--- src/hdl/tdp_pkg.sv ---
`timescale 1ns / 1ps

package tdp_pkg;

  localparam int VALUE_WIDTH = 32;
  // trial divisor reaches one odd step past the square root bound
  localparam int DIV_WIDTH   = (VALUE_WIDTH + 1) / 2 + 1;
  localparam int CNT_WIDTH   = $clog2(VALUE_WIDTH);

  typedef enum logic [1:0] {
    ST_IDLE,
    ST_START,
    ST_RUN,
    ST_HOLD
  } tdp_state_e;

  typedef struct packed {
    logic                   start;
    logic [VALUE_WIDTH-1:0] dividend;
    logic [DIV_WIDTH-1:0]   divisor;
  } tdp_div_req_t;

  typedef struct packed {
    logic                   done;
    logic [VALUE_WIDTH-1:0] quot;
    logic [DIV_WIDTH-1:0]   rem;
  } tdp_div_rsp_t;

endpackage

--- src/hdl/tdp_seq.sv ---
`timescale 1ns / 1ps

module tdp_seq (
  input  logic                         clk_i,
  input  logic                         rst_ni,
  input  logic                         cand_valid_i,
  input  logic [tdp_pkg::VALUE_WIDTH-1:0] cand_i,
  output logic                         cand_ready_o,
  output tdp_pkg::tdp_div_req_t        div_req_o,
  input  tdp_pkg::tdp_div_rsp_t        div_rsp_i,
  output logic                         res_valid_o,
  output logic                         res_prime_o,
  input  logic                         res_ready_i
);
  import tdp_pkg::*;

  tdp_state_e state_q, state_d;

  logic [VALUE_WIDTH-1:0] held_q, held_d;
  logic [DIV_WIDTH-1:0]   trial_q, trial_d;
  logic                   prime_q, prime_d;

  logic cand_xfer;
  logic small_cand;
  logic first_div;
  logic exit_prime;
  logic exit_comp;

  assign cand_xfer  = cand_valid_i && (state_q == ST_IDLE);
  assign small_cand = (cand_i[VALUE_WIDTH-1:2] == '0);
  assign first_div  = (trial_q == DIV_WIDTH'(2));
  // quotient below the divisor means divisor squared exceeds the candidate
  assign exit_prime = !first_div && (div_rsp_i.quot < VALUE_WIDTH'(trial_q));
  assign exit_comp  = !exit_prime && (div_rsp_i.rem == '0);

  always_comb begin
    state_d = state_q;
    case (state_q)
      ST_IDLE: begin
        if (cand_xfer) begin
          state_d = small_cand ? ST_HOLD : ST_START;
        end
      end
      ST_START: state_d = ST_RUN;
      ST_RUN: begin
        if (div_rsp_i.done) begin
          state_d = (exit_prime || exit_comp) ? ST_HOLD : ST_START;
        end
      end
      ST_HOLD: begin
        if (res_ready_i) begin
          state_d = ST_IDLE;
        end
      end
      default: state_d = ST_IDLE;
    endcase
  end

  always_comb begin
    held_d             = held_q;
    trial_d            = trial_q;
    prime_d            = prime_q;
    cand_ready_o       = 1'b0;
    res_valid_o        = 1'b0;
    div_req_o.start    = 1'b0;
    div_req_o.dividend = held_q;
    div_req_o.divisor  = trial_q;
    case (state_q)
      ST_IDLE: begin
        cand_ready_o = 1'b1;
        if (cand_xfer) begin
          held_d  = cand_i;
          trial_d = DIV_WIDTH'(2);
          prime_d = cand_i[1];
        end
      end
      ST_START: div_req_o.start = 1'b1;
      ST_RUN: begin
        if (div_rsp_i.done) begin
          prime_d = exit_prime;
          trial_d = first_div ? DIV_WIDTH'(3) : trial_q + DIV_WIDTH'(2);
        end
      end
      ST_HOLD: res_valid_o = 1'b1;
      default: ;
    endcase
  end

  always_ff @(posedge clk_i or negedge rst_ni) begin
    if (!rst_ni) begin
      state_q <= ST_IDLE;
    end else begin
      state_q <= state_d;
    end
  end

  always_ff @(posedge clk_i) begin
    held_q  <= held_d;
    trial_q <= trial_d;
    prime_q <= prime_d;
  end

  assign res_prime_o = prime_q;

endmodule

--- config.mk ---
export PLATFORM = sky130hd
export DESIGN_NAME = tdp_seq
export DESIGN_NICKNAME = d
export VERILOG_FILES = /design/src/hdl/tdp_pkg.sv /design/src/hdl/tdp_seq.sv
export SDC_FILE = /design/constraint.sdc
export NUM_CORES = 1
export LEC_CHECK = 0
export BUFFER_PORTS_ARGS = -buffer_cell sky130_fd_sc_hd__buf_2
export CORE_MARGIN = 5
export CORE_UTILIZATION = 40
export CTS_BUF_LIST = sky130_fd_sc_hd__clkbuf_16
export CTS_CLUSTER_DIAMETER = 30
export DETAILED_ROUTE_END_ITERATION = 8
export PLACE_DENSITY = 0.88
export SETUP_SLACK_MARGIN = 0.3
export SYNTH_ARGS = -nofsm -noshare
export SYNTH_HDL_FRONTEND = slang
export SYNTH_SLANG_ARGS = --single-unit
--- constraint.sdc ---
create_clock -name clk_i -period 1.9 [get_ports clk_i]
set_input_delay 0.19 -clock clk_i [delete_from_list [all_inputs] [get_ports clk_i]]
set_output_delay 0.19 -clock clk_i [all_outputs]
set_load 0.05 [all_outputs]
==> impl_metrics.toml, run 1 <==
[detailed_routing]
drt_pass1_iterations = 4
ant_nets = 0
routed_via_density = 5.16
num_vias = 2468
drtIter0Drc = 83
wl_mm = 8.05
wl_per_cell_um = 16.8
drc = 0

[sta]
tightest_slew_ns = 0.421
setup_ws_ns = -0.231
layout_worst_path_cycle_share_pct = 112
maxSlewHeadroom_pct = 71.7
rsz0062_at_grt = "true"
skew_ns = 0.00415
final-hold-violation-count = 0
drv_slew = 0
whs_ns = 0.0797
fmax_mhz = 469
finalSetupViolations = 19
final.min_clock_period_ns = 2.13

[worst_hold_path]
min_path_type = "primary input to flop"
hold_path_depth = 1
hold_start = "cand_i[0]"
min_delay_worst_endpoint = "held_q[0]"

[global_routing]
grt_max_degree = 33
track_usage_pct = 18.4
grt_pass1_vias = 2652
grt_pass1_wl_mm = 12.4
grt_overflow_total = 0
antenna_found_initial = 0

[critical_path]
cp_max_fo = 2
r2r-start = "trial_q[16]"
worstSetupPathType = "flop to flop"
critPathArrivalTime_ns = 2.16
r2r.worst_path.cells = 7
endpoint_kind = "flop"
rr_endpoint = "res_prime_o"
crit_required_ns = 1.93
r2r_slack_ns = -0.23
critPathLaunchType = "flop"

[pwr]
p_leak_nw = 1.77
ir_worst_vdd_uv = 1120
seq_power_share_pct = 30.8
power_frac_comb_pct = 54.7
intPower_mw = 3.32
pwr-share-clk_pct = 14.5
powerDensity_nw_per_um2 = 1490
power.switching_mw = 2.73
switching_share_pct = 45.2

[synthesis]
yosysMostFrequentCell = "edfxtp_1"
synth.largest_area_cell = "edfxtp_1"
ys_seq_area_share_pct = 60.0
synth_common_cells = "edfxtp_1, inv_1, nor2_1"
synth-edff-count = 50
netlist_instances = 213
synth_cell_types = 32
synth_area_um2 = 2590
ys.warnings.count = 0
ys_seq_elements = 52
yosys_most_used_dff = "edfxtp_1"
avgSynthCellArea_um2 = 12.1
synth_top_area_share_pct = 58.0
async_flop_share_pct = 3.85
yosys-top-cells-area = "edfxtp_1, ha_1, xnor2_1"
synth_nets = 316

[place]
dp.final_hpwl_mm = 6.00
portBuffers = 138
routabilityCongestion = 0.820
pre_cts_ws_ns = -0.215

[finish]
fill_cells = 504
diodes = 0
syn_to_final_growth_pct = 56.6
fin_util_pct = 64.2
layout-drive-gt1-share_pct = 57.4
nets = 503

[floorplan]
fp-row-count = 29
die_h_um = 90.4
chipWidth_um = 90.4
start_util_pct = 41.0
core_um2 = 6310
die-area_um2 = 8180
io-pin-count = 139

[clocking]
ctsRootBufferMaster = "clkbuf_16"
clkLatencyLatePin_ns = 0.28
cts.reportedPaths.clkPinSlew_ns = 0.07
numClockSinks = 52
tritoncts = "built"
cts_buffers = 5
cts.path.max_buffers = 2
h-tree-depth = 2

[run]
drv_cap = 0

[status]
violations = "setup timing"
outcome = "finished with violations"
registers in the layout, indices dropped and copies added, names as in the netlist:
| name | flops |
|---|---|
| state_q | 2 |
| res_prime_o | 1 |
| held_q | 32 |
| trial_q | 17 |
power by group through the flow:
stage	Sequential [mW]	Clock, mW	Combinational, mW
after floorplan	2.79	0	1.02
after global placement	1.86	0	2.84
after detailed placement	1.88	0	2.92
after CTS	1.86	0.887	3.11
after global routing	1.89	0.949	3.54
final	1.86	0.875	3.31
metal layers:
metal / wire, um / track usage, % / vias up
met4: 220 / 4.47 / 0
met2: 4070 / 32.0 / 111
met5: 0 / 0 / -
met1: 3170 / 21.8 / 1160
met3: 585 / 6.08 / 18
li1: - / - / 1179
worst max-delay path, stage by stage (launching register included):
cell and delay (ns):
edfxtp_1 0.38, inv_2 0.07, ha_4 0.27, nand4_1 0.16, or4_4 0.51, a221o_1 0.31
o2111ai_2 0.09, nand2_1 0.08
logic make-up (layout without fill, tap and decap cells):
logic type                 Yosys count  count (layout)  synth area share [%]
DFF                                 52              52                  60.0
AOI/OAI and AO/OA                   20              20                  4.79
adders and majority gates           17              17                  8.22
buffers and inverters               25             212                  4.50
xor gates and xnor gates            14              14                  4.74
muxes                                1               1                 0.387
and+or+nand+nor                     84              85                  17.4
worst max path at each step:
stage | depth (start not counted) | from | slack, ns | to
after floorplan | 7 | trial_q[11] | -0.43 | res_prime_o
after global routing | 7 | trial_q[16] | -0.31 | res_prime_o
final | 7 | trial_q[16] | -0.23 | res_prime_o
after CTS | 7 | trial_q[15] | -0.19 | res_prime_o
after global placement | 7 | trial_q[10] | -0.15 | res_prime_o
after detailed placement | 7 | trial_q[16] | -0.21 | res_prime_o
metrics by stage:
step	total power [mW]	std cells	setup TNS, ns	instance area [um2]
2_1_floorplan	3.81	213	-4.75	2630
3_3_place_gp	4.70	458	-2.05	3640
3_5_place_dp	4.80	458	-2.80	3640
4_1_cts	5.86	472	-1.27	3940
5_1_grt	6.38	478	-4.22	4050
6_report	6.05	478	-2.56	4050
cell type report:
| cell class | count | area, um2 | share of cell area (%) |
|---|---|---|---|
| flip-flops and latches | 52 | 1550 | 38.3 |
| well taps | 77 | 96.3 | 2.38 |
| inverters | 20 | 75.1 | 1.85 |
| multi-input cells | 137 | 1130 | 28.0 |
| repair buffers | 184 | 1050 | 25.9 |
| clock inverters | 3 | 20.0 | 0.494 |
| clock buffers | 5 | 125 | 3.09 |
placed cells by master (no fill, tap or decap), types with 2 or more instances in the layout:
master     instances
nand4_1            7
nor2_2             6
nor3_1             6
nor2_1            13
nand2b_4           2
a21oi_1            3
clkbuf_16          5
and3_1             3
buf_4             42
nor4_2             2
o21ai_0            5
buf_2            138
nand3_1            7
nor4_1            16
ha_1               9
a21oi_2            4
xnor2_1           14
inv_1             12
or4_4              2
inv_2              9
buf_6              3
and4_1             2
ha_4               8
dfrtp_1            2
nand2_1           11
edfxtp_1          50
repair_timing:
| item | in CTS | in global routing |
|---|---|---|
| hold buffers | 1 | 0 |
| endpoints found under the hold margin | 2 | 0 |
| gates cloned | 1 | 0 |
| setup buffers | 4 | 6 |
| resized for setup | 20 | 13 |
| setup endpoints to repair | 19 | 19 |
| pin swaps | 12 | 5 |
(Power assumes the default switching activity.)
==> inputs of run 2 (changes only) <==
--- a/config.mk
+++ b/config.mk
@@ -11,7 +11,8 @@
 export CTS_BUF_LIST = sky130_fd_sc_hd__clkbuf_16
 export CTS_CLUSTER_DIAMETER = 30
 export DETAILED_ROUTE_END_ITERATION = 8
-export PLACE_DENSITY = 0.88
+export GPL_TIMING_DRIVEN = 0
+export PLACE_DENSITY = 0.72
 export SETUP_SLACK_MARGIN = 0.3
 export SYNTH_ARGS = -nofsm -noshare
 export SYNTH_HDL_FRONTEND = slang
==> impl_metrics.toml, run 2 (synthesized netlist as in run 1, its figures left out) <==
[clocking]
cts_buffers = 5
numClockSinks = 52
clkLatencyLatePin_ns = 0.29
tritoncts = "built"
ctsRootBufferMaster = "clkbuf_16"
h-tree-depth = 2
cts.path.max_buffers = 2
cts.reportedPaths.clkPinSlew_ns = 0.07

[global_routing]
grt_max_degree = 33
grt_pass1_wl_mm = 11.9
grt_pass1_vias = 2439
antenna_found_initial = 0
track_usage_pct = 18.2
grt_overflow_total = 0

[run]
drv_cap = 0

[worst_hold_path]
hold_path_depth = 1
min_path_type = "primary input to flop"
hold_start = "cand_i[0]"

[sta]
rsz0062_at_grt = "true"
final.min_clock_period_ns = 2.13
maxSlewHeadroom_pct = 72.7
skew_ns = 0.00579
setup_ws_ns = -0.231
tightest_slew_ns = 0.410
finalSetupViolations = 18
final-hold-violation-count = 0
layout_worst_path_cycle_share_pct = 112
fmax_mhz = 469
whs_ns = 0.0821
drv_slew = 0

[finish]
most-common-layout-cells = "buf_2, edfxtp_1, buf_4"
fill_cells = 485
largest_register_ffs = 32
top_regs = "held_q x32, trial_q x17, state_q x2"
layout-drive-gt1-share_pct = 54.6
fin_util_pct = 62.7
mostFrequentLayoutCell = "buf_2"
finalNonFillerCells = 458
nets = 484
regMostFlops = "held_q"
syn_to_final_growth_pct = 52.9
diodes = 0

[pwr]
pwr-share-clk_pct = 18.3
seq_power_share_pct = 30.6
powerDensity_nw_per_um2 = 1570
power.switching_mw = 2.69
switching_share_pct = 43.4
p_leak_nw = 1.70
intPower_mw = 3.51
power_frac_comb_pct = 51.1
ir_worst_vdd_uv = 1000

[status]
violations = "setup timing"
outcome = "finished with violations"

[place]
portBuffers = 138
dp.final_hpwl_mm = 5.90
routabilityCongestion = 0.865
dp_cells = 428

[detailed_routing]
ant_nets = 0
routed_via_density = 5.14
wl_mm = 7.96
drtIter0Drc = 116
num_vias = 2354
drt_pass1_iterations = 4
wl_per_cell_um = 17.4
drc = 0

[critical_path]
endpoint_kind = "flop"
critPathLaunchType = "flop"
r2r.worst_path.cells = 8
crit_start = "trial_q[16]"
r2r_slack_ns = -0.23
crit_required_ns = 1.94
worstSetupPathType = "flop to flop"
r2r-start = "trial_q[16]"
cp_max_fo = 5
critPathArrivalTime_ns = 2.17

[floorplan]
fp-row-count = 29
core_um2 = 6310
start_util_pct = 41.0
die-area_um2 = 8180
chipWidth_um = 90.4
io-pin-count = 139
die_h_um = 90.4
==> run 2: layout make-up <==
type / count / area [um2] / area share, %
flip-flops and latches: 52 / 1550 / 39.2
multi-input cells: 136 / 1110 / 28.1
repair buffers: 161 / 890 / 22.5
clock buffers: 5 / 125 / 3.16
well taps: 77 / 96.3 / 2.44
inverters: 20 / 75.1 / 1.90
clock inverters: 2 / 60.1 / 1.52
plain buffers: 5 / 46.3 / 1.17
==> run 2: path summary, 6_finish.rpt <==
check	end
worst max-delay path	trial_q[15]
worst min-delay path	held_q[0]
worst max register to register	trial_q[15]
worst min register to register	state_q[0]
max in group asynchronous	state_q[1]
min in group asynchronous	state_q[0]
==> run 2: per-layer routing <==
layer	vias to the layer above	wire [um]	part of all wire [%]	track usage [%]
met5	-	0	0	0
met4	0	119	1.5	5.71
met3	11	611	7.7	4.33
met2	123	4080	51	32.1
met1	1085	3140	39	21.9
li1	1135	-	-	-
==> run 2: power groups by stage <==
stage | Sequential, mW | Clock, mW | Combinational, mW
floorplan | 2.79 | 0 | 1.02
global placement | 1.93 | 0 | 2.50
finish | 1.89 | 1.14 | 3.17
CTS | 1.91 | 1.14 | 2.89
detailed placement | 1.94 | 0 | 2.52
global route | 1.93 | 1.19 | 3.37
==> run 2: per-stage QoR <==
step                TNS (ns)  setup WS (ns)  power (mW)  cell area [um2]
floorplan              -4.75         -0.433        3.81             2630
global placement       -3.97         -0.290        4.43             3420
detailed placement     -3.54         -0.258        4.47             3420
CTS                    -2.71         -0.194        5.95             3810
global route           -5.62         -0.360        6.49             3960
finish                 -3.26         -0.231        6.20             3960
==> run 2: what timing repair did <==
| item | 4_1_cts | 5_1_grt |
|---|---|---|
| pin swaps | 5 | 7 |
| gates resized for setup | 20 | 14 |
| cloned | 1 | 0 |
| buffers inserted | 11 | 10 |
| endpoints found under the setup margin | 37 | 37 |
| hold buffers | 1 | 0 |
| endpoints found under the hold margin | 2 | 0 |
==> run 2: worst max-delay path: stages (launching register included) <==
cell and delay (ns):
edfxtp_1 0.45, nor4_1 0.35, nand4_1 0.18, or4_4 0.47
nand2b_4 0.09, buf_6 0.12, buf_6 0.10, buf_8 0.10
nor2_1 0.04
